===== config.mk =====
export PLATFORM = sky130hd
export DESIGN_NAME = stereo_gain_smoothed_bypass_top
export DESIGN_NICKNAME = d
export VERILOG_FILES = /design/src/design/sgsb_pkg.sv /design/src/design/sgsb_div.sv /design/src/design/sgsb_dp.sv /design/src/design/sgsb_ctrl.sv /design/src/design/stereo_gain_smoothed_bypass_top.sv
export SDC_FILE = /design/constraint.sdc
export NUM_CORES = 2
export LEC_CHECK = 0
export ABC_AREA = 1
export BUFFER_PORTS_ARGS = -buffer_cell sky130_fd_sc_hd__buf_2
export CORE_MARGIN = 3
export CORE_UTILIZATION = 45
export CTS_BUF_LIST = sky130_fd_sc_hd__clkbuf_4 sky130_fd_sc_hd__clkbuf_8
export CTS_CLUSTER_SIZE = 14
export DETAILED_ROUTE_END_ITERATION = 8
export PLACE_DENSITY = 0.73
export SYNTH_ARGS = -nofsm -noshare
export SYNTH_HDL_FRONTEND = slang
export SYNTH_SLANG_ARGS = --single-unit

===== constraint.sdc =====
create_clock -name i_clk -period 7.9 [get_ports i_clk]
set_clock_uncertainty 0.1 [all_clocks]
set_input_delay 0.395 -clock i_clk [delete_from_list [all_inputs] [get_ports i_clk]]
set_output_delay 0.395 -clock i_clk [all_outputs]
set_load 0.005 [all_outputs]

===== src/design/sgsb_pkg.sv =====
// ----------------------------------------------------------------------------
// sgsb_pkg
// Shared types, widths, register codes and reset values of the stereo gain
// block with smoothed gain and bypass crossfade.
// ----------------------------------------------------------------------------
package sgsb_pkg;

    localparam int SAMPLE_WIDTH_DEF    = 24;
    localparam int BYPASS_RAMP_LEN_DEF = 64;

    localparam int GAIN_W      = 24;
    localparam int CUR_W       = 32;
    localparam int RAMP_W      = 13;
    localparam int MODE_W      = 2;
    localparam int XF_W        = 17;
    localparam int GAIN_EXTRA  = 8;
    localparam int GAIN_FRAC   = 28;
    localparam int XF_FRAC     = 16;
    localparam int DVD_W       = 33;
    localparam int DIV_STEPS   = 33;
    localparam int CNT_W       = 6;
    localparam int CFG_IDX_W   = 2;
    localparam int CFG_DATA_W  = 24;
    localparam int UNITY_XF_INT = 65536;

    localparam logic [XF_W-1:0]   UNITY_XF   = 17'h10000;
    localparam logic [GAIN_W-1:0] TARGET_RST = 24'h100000;
    localparam logic [RAMP_W-1:0] RAMP_RST   = 13'd882;
    localparam logic [CUR_W-1:0]  CUR_RST    = 32'h1000_0000;

    localparam logic [MODE_W-1:0] MODE_STEREO = 2'd0;
    localparam logic [MODE_W-1:0] MODE_MONO   = 2'd1;
    localparam logic [MODE_W-1:0] MODE_SIDE   = 2'd2;

    typedef enum logic [CFG_IDX_W-1:0] {
        CFG_TARGET_GAIN  = 2'd0,
        CFG_CHANNEL_MODE = 2'd1,
        CFG_BYPASS_ON    = 2'd2,
        CFG_RAMP_STEPS   = 2'd3
    } t_cfg_idx;

    typedef struct packed {
        logic                  valid;
        t_cfg_idx              index;
        logic [CFG_DATA_W-1:0] data;
    } t_cfg_wr;

    typedef struct packed {
        logic load_in;
        logic latch;
        logic advance;
        logic gain_l;
        logic gain_r;
        logic blend0;
        logic blend1;
        logic blend2;
        logic blend3;
        logic blend4;
        logic blend5;
        logic load_out;
        logic out_dry;
    } t_cmd;

    typedef struct packed {
        logic tgt_change;
        logic ramp_zero;
        logic full_bypass;
        logic div_busy;
        logic div_done;
    } t_status;

endpackage


===== src/design/sgsb_div.sv =====
// ----------------------------------------------------------------------------
// sgsb_div
// Iterative signed-by-unsigned divider, one quotient bit per cycle, quotient
// truncated toward zero.
// ----------------------------------------------------------------------------
module sgsb_div (
    input  logic                               i_clk,
    input  logic                               i_rst_n,
    input  logic                               i_start,
    input  logic signed [sgsb_pkg::DVD_W-1:0]  i_dividend,
    input  logic        [sgsb_pkg::RAMP_W-1:0] i_divisor,
    output logic                               o_busy,
    output logic                               o_done,
    output logic        [sgsb_pkg::CUR_W-1:0]  o_quotient
);

    localparam int DW = sgsb_pkg::DVD_W;
    localparam int RW = sgsb_pkg::RAMP_W;

    logic                           r_busy;
    logic                           r_done;
    logic [sgsb_pkg::CNT_W-1:0]     r_cnt;
    logic                           r_neg;
    logic [DW-1:0]                  r_dvd;
    logic [RW-1:0]                  r_rem;
    logic [RW-1:0]                  r_d;
    logic [RW:0]                    trial;
    logic                           fits;

    assign trial = {r_rem, r_dvd[DW-1]};
    assign fits  = trial >= {1'b0, r_d};

    always_ff @(posedge i_clk) begin
        if (!i_rst_n) begin
            r_busy <= 1'b0;
            r_done <= 1'b0;
            r_cnt  <= '0;
        end else begin
            r_done <= 1'b0;
            if (i_start) begin
                r_busy <= 1'b1;
                r_cnt  <= sgsb_pkg::CNT_W'(sgsb_pkg::DIV_STEPS);
            end else if (r_busy) begin
                r_cnt <= r_cnt - 1'b1;
                if (r_cnt == sgsb_pkg::CNT_W'(1)) begin
                    r_busy <= 1'b0;
                    r_done <= 1'b1;
                end
            end
        end
    end

    always_ff @(posedge i_clk) begin
        if (i_start) begin
            r_neg <= i_dividend[DW-1];
            r_dvd <= i_dividend[DW-1] ? DW'(-i_dividend) : DW'(i_dividend);
            r_rem <= '0;
            r_d   <= i_divisor;
        end else if (r_busy) begin
            r_rem <= fits ? RW'(trial - {1'b0, r_d}) : trial[RW-1:0];
            r_dvd <= {r_dvd[DW-2:0], fits};
        end
    end

    assign o_busy     = r_busy;
    assign o_done     = r_done;
    assign o_quotient = r_neg ? (sgsb_pkg::CUR_W)'(-r_dvd[sgsb_pkg::CUR_W-1:0])
                              : r_dvd[sgsb_pkg::CUR_W-1:0];

endmodule


===== src/design/sgsb_dp.sv =====
// ----------------------------------------------------------------------------
// sgsb_dp
// Datapath: configuration registers, gain smoother, crossfade level, shared
// gain and blend multipliers, rounding, saturation and the output register.
// ----------------------------------------------------------------------------
module sgsb_dp #(
    parameter int SAMPLE_WIDTH    = sgsb_pkg::SAMPLE_WIDTH_DEF,
    parameter int BYPASS_RAMP_LEN = sgsb_pkg::BYPASS_RAMP_LEN_DEF
) (
    input  logic                           i_clk,
    input  logic                           i_rst_n,
    input  sgsb_pkg::t_cfg_wr              i_cfg,
    input  logic signed [SAMPLE_WIDTH-1:0] i_in_left,
    input  logic signed [SAMPLE_WIDTH-1:0] i_in_right,
    input  sgsb_pkg::t_cmd                 i_cmd,
    output sgsb_pkg::t_status              o_status,
    output logic signed [SAMPLE_WIDTH-1:0] o_out_left,
    output logic signed [SAMPLE_WIDTH-1:0] o_out_right
);

    localparam int W   = SAMPLE_WIDTH;
    localparam int WW  = W + 1;
    localparam int GW  = W + 5;
    localparam int GP  = WW + sgsb_pkg::CUR_W + 1;
    localparam int BP  = GW + sgsb_pkg::XF_W + 1;
    localparam int AW  = BP + 1;
    localparam int XW  = sgsb_pkg::XF_W;
    localparam logic [XW-1:0] XF_STEP = XW'(sgsb_pkg::UNITY_XF_INT / BYPASS_RAMP_LEN);
    localparam logic signed [GP-1:0] G_HALF = GP'(1) << (sgsb_pkg::GAIN_FRAC - 1);
    localparam logic signed [AW-1:0] A_HALF = AW'(1) << (sgsb_pkg::XF_FRAC - 1);

    logic [sgsb_pkg::GAIN_W-1:0] r_target;
    logic [sgsb_pkg::MODE_W-1:0] r_mode;
    logic                        r_bypass;
    logic [sgsb_pkg::RAMP_W-1:0] r_ramp;

    logic [sgsb_pkg::CUR_W-1:0]  r_cur, n_cur;
    logic [sgsb_pkg::CUR_W-1:0]  r_inc, n_inc;
    logic [sgsb_pkg::RAMP_W-1:0] r_steps, n_steps;
    logic [sgsb_pkg::GAIN_W-1:0] r_latched, n_latched;
    logic [XW-1:0]               r_lvl, n_lvl;

    logic signed [W-1:0]  r_l, r_r;
    logic signed [WW-1:0] r_wl, r_wr;
    logic signed [GP-1:0] r_gprod;
    logic signed [GW-1:0] r_gwl, r_gwr;
    logic signed [BP-1:0] r_bprod;
    logic signed [AW-1:0] r_acc;
    logic signed [W-1:0]  r_resl, r_resr;
    logic signed [W-1:0]  r_outl, r_outr;

    logic [sgsb_pkg::CUR_W-1:0]  full;
    logic [sgsb_pkg::RAMP_W-1:0] steps_dec;
    logic signed [sgsb_pkg::DVD_W-1:0] diff_gain;
    logic                        div_start;
    logic                        div_busy;
    logic                        div_done;
    logic [sgsb_pkg::CUR_W-1:0]  div_q;
    logic [XW:0]                 lvl_up;
    logic [XW-1:0]               goal;

    logic signed [WW-1:0] sum_lr, dif_lr, half_sum, half_dif;
    logic signed [WW-1:0] wet_l, wet_r;
    logic signed [WW-1:0] gmul_a;
    logic signed [GP-1:0] g_rnd;
    logic signed [GW-1:0] g_val;
    logic signed [GW-1:0] bmul_a;
    logic        [XW-1:0] bmul_b;
    logic signed [AW-1:0] a_rnd, a_shift;
    logic signed [W-1:0]  a_sat;
    logic                 a_fits;

    // configuration
    always_ff @(posedge i_clk) begin
        if (!i_rst_n) begin
            r_target <= sgsb_pkg::TARGET_RST;
            r_mode   <= sgsb_pkg::MODE_STEREO;
            r_bypass <= 1'b0;
            r_ramp   <= sgsb_pkg::RAMP_RST;
        end else if (i_cfg.valid) begin
            unique case (i_cfg.index)
                sgsb_pkg::CFG_TARGET_GAIN:  r_target <= i_cfg.data;
                sgsb_pkg::CFG_CHANNEL_MODE: r_mode   <= i_cfg.data[sgsb_pkg::MODE_W-1:0];
                sgsb_pkg::CFG_BYPASS_ON:    r_bypass <= i_cfg.data[0];
                sgsb_pkg::CFG_RAMP_STEPS:   r_ramp   <= i_cfg.data[sgsb_pkg::RAMP_W-1:0];
                default: ;
            endcase
        end
    end

    // gain smoother and crossfade level
    assign full      = {r_target, {sgsb_pkg::GAIN_EXTRA{1'b0}}};
    assign steps_dec = r_steps - 1'b1;
    assign diff_gain = $signed({1'b0, full}) - $signed({1'b0, r_cur});
    assign div_start = i_cmd.latch && o_status.tgt_change && !o_status.ramp_zero;
    assign goal      = r_bypass ? '0 : sgsb_pkg::UNITY_XF;
    assign lvl_up    = {1'b0, r_lvl} + {1'b0, XF_STEP};

    always_comb begin
        n_cur     = r_cur;
        n_inc     = r_inc;
        n_steps   = r_steps;
        n_latched = r_latched;
        n_lvl     = r_lvl;
        if (i_cmd.latch && o_status.tgt_change) begin
            n_latched = r_target;
            if (o_status.ramp_zero) begin
                n_cur   = full;
                n_steps = '0;
                n_inc   = '0;
            end else begin
                n_steps = r_ramp;
            end
        end
        if (div_done) begin
            n_inc = div_q;
        end
        if (i_cmd.advance) begin
            if (r_steps != '0) begin
                n_steps = steps_dec;
                n_cur   = (steps_dec != '0) ? r_cur + r_inc
                                            : {r_latched, {sgsb_pkg::GAIN_EXTRA{1'b0}}};
            end
            if (r_lvl != goal) begin
                if (r_bypass) begin
                    n_lvl = (r_lvl < XF_STEP) ? '0 : r_lvl - XF_STEP;
                end else begin
                    n_lvl = (lvl_up > {1'b0, sgsb_pkg::UNITY_XF}) ? sgsb_pkg::UNITY_XF
                                                                  : lvl_up[XW-1:0];
                end
            end
        end
    end

    always_ff @(posedge i_clk) begin
        if (!i_rst_n) begin
            r_cur     <= sgsb_pkg::CUR_RST;
            r_inc     <= '0;
            r_steps   <= '0;
            r_latched <= sgsb_pkg::TARGET_RST;
            r_lvl     <= sgsb_pkg::UNITY_XF;
        end else begin
            r_cur     <= n_cur;
            r_inc     <= n_inc;
            r_steps   <= n_steps;
            r_latched <= n_latched;
            r_lvl     <= n_lvl;
        end
    end

    sgsb_div u_div (
        .i_clk      (i_clk),
        .i_rst_n    (i_rst_n),
        .i_start    (div_start),
        .i_dividend (diff_gain),
        .i_divisor  (r_ramp),
        .o_busy     (div_busy),
        .o_done     (div_done),
        .o_quotient (div_q)
    );

    // wet pair
    assign sum_lr   = $signed({r_l[W-1], r_l}) + $signed({r_r[W-1], r_r});
    assign dif_lr   = $signed({r_l[W-1], r_l}) - $signed({r_r[W-1], r_r});
    assign half_sum = sum_lr >>> 1;
    assign half_dif = dif_lr >>> 1;

    always_comb begin
        unique case (r_mode)
            sgsb_pkg::MODE_STEREO: begin
                wet_l = {r_l[W-1], r_l};
                wet_r = {r_r[W-1], r_r};
            end
            sgsb_pkg::MODE_MONO: begin
                wet_l = half_sum;
                wet_r = half_sum;
            end
            default: begin
                wet_l = half_dif;
                wet_r = -half_dif;
            end
        endcase
    end

    // gain multiply, round half away from zero
    assign gmul_a = i_cmd.gain_l ? r_wl : r_wr;
    assign g_rnd  = r_gprod + (r_gprod[GP-1] ? G_HALF - GP'(1) : G_HALF);
    assign g_val  = g_rnd[GW+sgsb_pkg::GAIN_FRAC-1:sgsb_pkg::GAIN_FRAC];

    // blend multiply
    always_comb begin
        priority if (i_cmd.blend0) begin
            bmul_a = {{(GW-W){r_l[W-1]}}, r_l};
            bmul_b = sgsb_pkg::UNITY_XF - r_lvl;
        end else if (i_cmd.blend1) begin
            bmul_a = r_gwl;
            bmul_b = r_lvl;
        end else if (i_cmd.blend2) begin
            bmul_a = {{(GW-W){r_r[W-1]}}, r_r};
            bmul_b = sgsb_pkg::UNITY_XF - r_lvl;
        end else begin
            bmul_a = r_gwr;
            bmul_b = r_lvl;
        end
    end

    assign a_rnd   = r_acc + (r_acc[AW-1] ? A_HALF - AW'(1) : A_HALF);
    assign a_shift = a_rnd >>> sgsb_pkg::XF_FRAC;
    assign a_fits  = (&a_shift[AW-1:W-1]) || !(|a_shift[AW-1:W-1]);
    assign a_sat   = a_fits ? a_shift[W-1:0]
                            : (a_shift[AW-1] ? {1'b1, {(W-1){1'b0}}} : {1'b0, {(W-1){1'b1}}});

    always_ff @(posedge i_clk) begin
        if (i_cmd.load_in) begin
            r_l <= i_in_left;
            r_r <= i_in_right;
        end
        if (i_cmd.advance) begin
            r_wl <= wet_l;
            r_wr <= wet_r;
        end
        if (i_cmd.gain_l || i_cmd.gain_r) begin
            r_gprod <= gmul_a * $signed({1'b0, r_cur});
        end
        if (i_cmd.gain_r) begin
            r_gwl <= g_val;
        end
        if (i_cmd.blend0) begin
            r_gwr <= g_val;
        end
        if (i_cmd.blend0 || i_cmd.blend1 || i_cmd.blend2 || i_cmd.blend3) begin
            r_bprod <= bmul_a * $signed({1'b0, bmul_b});
        end
        if (i_cmd.blend1 || i_cmd.blend3) begin
            r_acc <= {r_bprod[BP-1], r_bprod};
        end else if (i_cmd.blend2 || i_cmd.blend4) begin
            r_acc <= r_acc + {r_bprod[BP-1], r_bprod};
        end
        if (i_cmd.blend3) begin
            r_resl <= a_sat;
        end
        if (i_cmd.blend5) begin
            r_resr <= a_sat;
        end
        if (i_cmd.load_out) begin
            r_outl <= i_cmd.out_dry ? r_l : r_resl;
            r_outr <= i_cmd.out_dry ? r_r : r_resr;
        end
    end

    assign o_status.tgt_change  = r_target != r_latched;
    assign o_status.ramp_zero   = r_ramp == '0;
    assign o_status.full_bypass = r_bypass && (r_lvl == '0);
    assign o_status.div_busy    = div_busy;
    assign o_status.div_done    = div_done;

    assign o_out_left  = r_outl;
    assign o_out_right = r_outr;

endmodule


===== src/design/sgsb_ctrl.sv =====
// ----------------------------------------------------------------------------
// sgsb_ctrl
// Controller: sequences one item at a time through target latch, increment
// division, smoother advance, gain and blend multiplies and output load.
// ----------------------------------------------------------------------------
module sgsb_ctrl (
    input  logic              i_clk,
    input  logic              i_rst_n,
    input  logic              i_s_tvalid,
    output logic              o_s_tready,
    output logic              o_m_tvalid,
    input  logic              i_m_tready,
    input  sgsb_pkg::t_status i_status,
    output sgsb_pkg::t_cmd    o_cmd
);

    typedef enum logic [13:0] {
        S_IDLE  = 14'b00000000000001,
        S_LATCH = 14'b00000000000010,
        S_DIV   = 14'b00000000000100,
        S_ADV   = 14'b00000000001000,
        S_GL    = 14'b00000000010000,
        S_GR    = 14'b00000000100000,
        S_BL0   = 14'b00000001000000,
        S_BL1   = 14'b00000010000000,
        S_BL2   = 14'b00000100000000,
        S_BL3   = 14'b00001000000000,
        S_BL4   = 14'b00010000000000,
        S_BL5   = 14'b00100000000000,
        S_OUT   = 14'b01000000000000,
        S_HOLD  = 14'b10000000000000
    } t_state;

    t_state r_state, n_state;
    logic   r_out_valid, n_out_valid;
    logic   r_dry, n_dry;
    logic   out_free;

    assign out_free = !r_out_valid || i_m_tready;

    always_comb begin
        n_state = r_state;
        n_dry   = r_dry;
        o_cmd   = '0;
        unique case (r_state)
            S_IDLE: begin
                if (i_s_tvalid) begin
                    o_cmd.load_in = 1'b1;
                    n_state       = S_LATCH;
                end
            end
            S_LATCH: begin
                o_cmd.latch = 1'b1;
                n_dry       = i_status.full_bypass;
                if (i_status.tgt_change && !i_status.ramp_zero) begin
                    n_state = S_DIV;
                end else if (i_status.full_bypass) begin
                    n_state = S_OUT;
                end else begin
                    n_state = S_ADV;
                end
            end
            S_DIV: begin
                if (i_status.div_done) begin
                    n_state = r_dry ? S_OUT : S_ADV;
                end
            end
            S_ADV: begin
                o_cmd.advance = 1'b1;
                n_state       = S_GL;
            end
            S_GL: begin
                o_cmd.gain_l = 1'b1;
                n_state      = S_GR;
            end
            S_GR: begin
                o_cmd.gain_r = 1'b1;
                n_state      = S_BL0;
            end
            S_BL0: begin
                o_cmd.blend0 = 1'b1;
                n_state      = S_BL1;
            end
            S_BL1: begin
                o_cmd.blend1 = 1'b1;
                n_state      = S_BL2;
            end
            S_BL2: begin
                o_cmd.blend2 = 1'b1;
                n_state      = S_BL3;
            end
            S_BL3: begin
                o_cmd.blend3 = 1'b1;
                n_state      = S_BL4;
            end
            S_BL4: begin
                o_cmd.blend4 = 1'b1;
                n_state      = S_BL5;
            end
            S_BL5: begin
                o_cmd.blend5 = 1'b1;
                n_state      = S_OUT;
            end
            S_OUT: begin
                n_state = S_HOLD;
            end
            S_HOLD: begin
                if (out_free) begin
                    o_cmd.load_out = 1'b1;
                    o_cmd.out_dry  = r_dry;
                    n_state        = S_IDLE;
                end
            end
            default: n_state = S_IDLE;
        endcase
    end

    always_comb begin
        n_out_valid = r_out_valid;
        if (o_cmd.load_out) begin
            n_out_valid = 1'b1;
        end else if (r_out_valid && i_m_tready) begin
            n_out_valid = 1'b0;
        end
    end

    always_ff @(posedge i_clk) begin
        if (!i_rst_n) begin
            r_state     <= S_IDLE;
            r_out_valid <= 1'b0;
            r_dry       <= 1'b0;
        end else begin
            r_state     <= n_state;
            r_out_valid <= n_out_valid;
            r_dry       <= n_dry;
        end
    end

    assign o_s_tready = r_state == S_IDLE;
    assign o_m_tvalid = r_out_valid;

    a_accept_to_latch: assert property (@(posedge i_clk) disable iff (!i_rst_n)
        (r_state == S_IDLE && i_s_tvalid) |=> (r_state == S_LATCH))
        else $error("accepted item did not start the latch step");

    a_div_exit: assert property (@(posedge i_clk) disable iff (!i_rst_n)
        (r_state == S_DIV && i_status.div_done) |=> (r_state == S_ADV || r_state == S_OUT))
        else $error("controller did not leave the divide wait on completion");

    a_div_idle_at_latch: assert property (@(posedge i_clk) disable iff (!i_rst_n)
        (r_state == S_LATCH) |-> !i_status.div_busy)
        else $error("divider still busy when a new target is latched");

    a_no_overwrite: assert property (@(posedge i_clk) disable iff (!i_rst_n)
        o_cmd.load_out |-> (!r_out_valid || i_m_tready))
        else $error("output register overwritten while holding an untaken item");

    a_load_sets_valid: assert property (@(posedge i_clk) disable iff (!i_rst_n)
        o_cmd.load_out |=> r_out_valid)
        else $error("loaded output not marked valid");

endmodule


===== src/design/stereo_gain_smoothed_bypass_top.sv =====
// ----------------------------------------------------------------------------
// stereo_gain_smoothed_bypass_top
// Stereo gain with linear gain smoothing, channel modes and bypass crossfade.
// ----------------------------------------------------------------------------
// Usage:
//   Input stream s_axis carries one stereo sample pair per item; output stream
//   m_axis returns one processed pair per item, in order. The cfg channel
//   writes target_gain, channel_mode, bypass_on and ramp_steps (index 0..3);
//   it is always ready and must be written only while the block is idle;
//   the block itself does not enforce this. One item is in flight at a time.
//   An item steps from accept through the target latch, smoother advance and
//   the sequence of shared gain and blend multiplies to the output load
//   before the next accept. An item that latches a new target with a nonzero
//   ramp length also waits for the bit-serial increment divider (one quotient
//   bit a cycle). Fully bypassed items skip the advance and the multiplies.
//   The result sits in an output register, so the next item is accepted while
//   the receiver stalls; a further result waits until that register empties.
//   Synchronous reset restores register defaults (unity gain, stereo pass, no
//   bypass, 882-sample ramp), puts the smoother at unity, sets the crossfade wet.
// ----------------------------------------------------------------------------
module stereo_gain_smoothed_bypass_top #(
    parameter int SAMPLE_WIDTH    = sgsb_pkg::SAMPLE_WIDTH_DEF,
    parameter int BYPASS_RAMP_LEN = sgsb_pkg::BYPASS_RAMP_LEN_DEF,
    parameter int TDATA_W         = ((2 * SAMPLE_WIDTH + 7) / 8) * 8
) (
    input  logic                              i_clk,
    input  logic                              i_rst_n,
    input  logic                              i_s_axis_tvalid,
    output logic                              o_s_axis_tready,
    input  logic [TDATA_W-1:0]                i_s_axis_tdata,  // in_left, in_right
    output logic                              o_m_axis_tvalid,
    input  logic                              i_m_axis_tready,
    output logic [TDATA_W-1:0]                o_m_axis_tdata,  // out_left, out_right
    input  logic                              i_cfg_valid,
    output logic                              o_cfg_ready,
    input  logic [sgsb_pkg::CFG_IDX_W-1:0]    i_cfg_index,
    input  logic [sgsb_pkg::CFG_DATA_W-1:0]   i_cfg_data
);

    localparam int W = SAMPLE_WIDTH;

    sgsb_pkg::t_cfg_wr cfg;
    sgsb_pkg::t_cmd    cmd;
    sgsb_pkg::t_status status;
    logic signed [W-1:0] out_left;
    logic signed [W-1:0] out_right;

    assign o_cfg_ready = 1'b1;
    assign cfg.valid   = i_cfg_valid;
    assign cfg.index   = sgsb_pkg::t_cfg_idx'(i_cfg_index);
    assign cfg.data    = i_cfg_data;

    sgsb_ctrl u_ctrl (
        .i_clk      (i_clk),
        .i_rst_n    (i_rst_n),
        .i_s_tvalid (i_s_axis_tvalid),
        .o_s_tready (o_s_axis_tready),
        .o_m_tvalid (o_m_axis_tvalid),
        .i_m_tready (i_m_axis_tready),
        .i_status   (status),
        .o_cmd      (cmd)
    );

    sgsb_dp #(
        .SAMPLE_WIDTH    (SAMPLE_WIDTH),
        .BYPASS_RAMP_LEN (BYPASS_RAMP_LEN)
    ) u_dp (
        .i_clk       (i_clk),
        .i_rst_n     (i_rst_n),
        .i_cfg       (cfg),
        .i_in_left   (i_s_axis_tdata[W-1:0]),
        .i_in_right  (i_s_axis_tdata[2*W-1:W]),
        .i_cmd       (cmd),
        .o_status    (status),
        .o_out_left  (out_left),
        .o_out_right (out_right)
    );

    assign o_m_axis_tdata = TDATA_W'({out_right, out_left});

endmodule


==> flow_summary.yaml <==
synth:
  yosysSeqAreaShare_pct: 21.03
  async_flop_share_pct: 0
  avgSynthCellArea_um2: 7.981
  synth_enable_flop_cells: 451
  synth_most_common_cell: "inv_1"
  synth.distinct_cells: 64
  syn_area_mm2: 0.08199
  synth_ff_type: "edfxtp_1"
  synth.area.top_cells: "fa_1, edfxtp_1, inv_1"
  ys_seq_elements: 636
  yosysTopAreaCellShare_pct: 26.91
  yosys_warnings: 0
  synthTopCellsByCount: "inv_1, nand2_1, nor2_1, fa_1, a21oi_1"
  synth_cells: 10270
  yosysTopAreaCell: "fa_1"
routing:
  drt_iter0_drc: 7509
  avgViaCountPerCell: 5.438
  wl_um: 287200
  ant_nets: 0
  vias: 72990
  drc: 0
  dr.pass1.iters: 8
  avgRoutedWirePerCell_um: 21.39
sta:
  min_period_ns: 7.715
  rsz0062_at_grt: "true"
  tightest_slew_ns: 1.311
  hold_violations: 0
  fin_hold_ws_ns: 0.1294
  final.setup.tns_ns: 0
  slew_headroom_pct: 11.82
  drv_slew: 0
  fmax_mhz: 129.6
  min_period_over_period_pct: 97.66
  finalWorstSetupSlack_ns: 0.1851
  setup-violations-final: 0
placed_design:
  dpl_cell_area_mm2: 0.08845
  portBuffers: 128
  pre_cts_ws_ns: -0.03197
  place.gp.congestion: 1.056
  hpwlAfterDp_um: 236700
pwr:
  switching_power_mw: 8.609
  internal-power_mw: 10.27
  p_per_area_mw_per_mm2: 202.9
  p_seq_share_pct: 23.3
  clkPwrFrac_pct: 19.5
  leakagePower_nw: 45.22
  combPwrFrac_pct: 57.3
  irDropWorstVdd_mv: 0.4674
  p_sw_share_pct: 45.61
critical_path:
  crit_family: "adder cells"
  slowest_stage: "fa_1"
  endpoint_kind: "register"
  start_kind: "register"
  critical_path_buf_inv_count: 11
  critical_path.max_fanout: 7
  cp.required_ns: 8.40
  cpPeakStageDelay_ns: 0.56
  cp_common_cell: "fa_1"
  critPathKind: "register to register"
  worstPathArrival_ns: 8.22
clock_network:
  cts_max_path_buffers: 3
  root_buffer: "clkbuf_8"
  clk_latency_ns: 0.87
  htreeDepth: 3
  numCtsBuffers: 110
  cts.clk_slew.worst_paths_ns: 0.07
  cts_tree: "built"
  clock-sinks: 636
die:
  initial_utilization_pct: 45.32
  num_rows: 156
  die_x_um: 432.9
  die_area_mm2: 0.1874
  die_h_um: 432.9
  pin_count: 130
  core-area_mm2: 0.1809
layout:
  nNetsFinal: 12700
  drive_gt1_share_pct: 9.776
  fin_util_pct: 51.42
  syn2layout_area_growth_pct: 13.47
  design_area_mm2: 0.09303
grt:
  grt_pass1_wl_um: 432500
  first_global_vias: 73280
  track_usage_pct: 30.37
  overflow: 0
  grt_antenna_before_repair: 15
  grt_max_degree: 95
flow_run:
  max_cap_violations: 0
min_path:
  hold_path_class: "input port to register"
status:
  status: "finished clean"
power by group through the flow:
stage	clock, mW	combinational, mW	sequential (mW)
global route	3.87	12.2	4.39
finish	3.68	10.8	4.39
global placement	0	10.0	4.44
detailed placement	0	10.2	4.44
floorplan	0	7.30	4.33
CTS	3.73	10.3	4.37
final timing paths:
| check | startpoint | end | slack, ns | depth (start not counted) |
|---|---|---|---|---|
| setup / recovery | u_ctrl.r_state[7] | u_dp.r_gprod[53] | 0.19 | 35 |
| hold / removal | i_s_axis_tdata[10] | u_dp.r_l[10] | 0.13 | 2 |
| setup reg to reg | u_ctrl.r_state[7] | u_dp.r_gprod[53] | 0.19 | 35 |
| hold reg to reg | u_dp.r_ramp[8] | u_dp.u_div.r_d[8] | 0.33 | 0 |
cells in the final DEF (no fill, tap or decap), types with 49 or more instances in the layout:
cell type	instances
nor2_1	1127
a21oi_1	595
xor2_1	158
xnor2_1	102
nand2_2	49
nand4_1	83
buf_2	127
clkbuf_8	122
conb_1	229
edfxtp_1	451
nor2_2	67
ha_1	550
a31oi_1	50
nor3_1	100
nand3_1	338
buf_4	375
o21ai_0	473
dlygate4sd3_1	91
dfxtp_1	185
nand2_1	1895
o211ai_1	50
fa_1	1091
inv_1	2076
routing by layer:
metal | vias to the layer above | part of all wire (%) | global-route usage (%)
met4 | 4 | 5.2 | 12.65
met5 | - | 0.018 | 0
met1 | 35490 | 41 | 41.79
met3 | 709 | 11 | 6.924
met2 | 3488 | 43 | 46.11
li1 | 33300 | - | -
worst reg2reg max path: cells and delay by family (launching register included):
kind,cells,cell delay [ns]
adder cells (fa/ha/maj),8,3.95
AND/OR/NAND/NOR,14,1.76
buffers and inverters,11,1.11
flip-flops,1,0.32
AO/OA/AOI/OAI,1,0.16
XOR/XNOR,1,0.06
sequential cells by signal (all words and copies together) (netlist names), 25 cells and up:
name / cells
u_dp.r_acc: 48
u_dp.r_bprod: 47
u_dp.r_cur: 32
u_dp.r_gprod: 58
u_dp.r_gwl: 29
u_dp.r_gwr: 29
u_dp.r_inc: 32
u_dp.r_wr: 25
u_dp.u_div.r_dvd: 33
repair_timing:
| action | 4_1_cts | 5_1_grt |
|---|---|---|
| setup endpoints to repair | 3 | 58 |
| setup buffers | 1 | 19 |
| resized for setup | 7 | 194 |
| pin swaps | 2 | 48 |
| endpoints found under the hold margin | 106 | 0 |
| cloned | 1 | 5 |
| hold buffers | 91 | 0 |
per-stage QoR:
| stage | std cells | total power [mW] |
|---|---|---|
| finish | 13420 | 18.87 |
| global route | 13420 | 20.42 |
| CTS | 13390 | 18.39 |
| detailed placement | 13090 | 14.66 |
| global placement | 13090 | 14.45 |
| floorplan | 10500 | 11.63 |
logic make-up (layout without fill, tap and decap cells):
logic type | count (synthesis) | count (layout) | synth area share, %
adders and majority gates | 1666 | 1666 | 35.51
other | 2 | 235 | 0.009159
muxes | 2 | 2 | 0.02747
DFF | 636 | 636 | 21.03
AOI/OAI and AO/OA | 1450 | 1450 | 9.798
and+or+nand+nor | 3821 | 3822 | 19.28
xor gates and xnor gates | 264 | 264 | 2.857
buffers and inverters | 2433 | 2978 | 11.48
final cells by class:
class | instances | area, um^2
fill | 17010 | 87900
multi-input combinational | 7433 | 56920
sequential | 636 | 17250
inverter | 2132 | 8039
timing repair buffer | 636 | 5199
tap | 2370 | 2965
clock buffer | 155 | 1927
clock inverter | 54 | 713.2
antenna | 6 | 15.01
timing repair inverter | 1 | 6.256
Power figures use the tool's default switching activity.
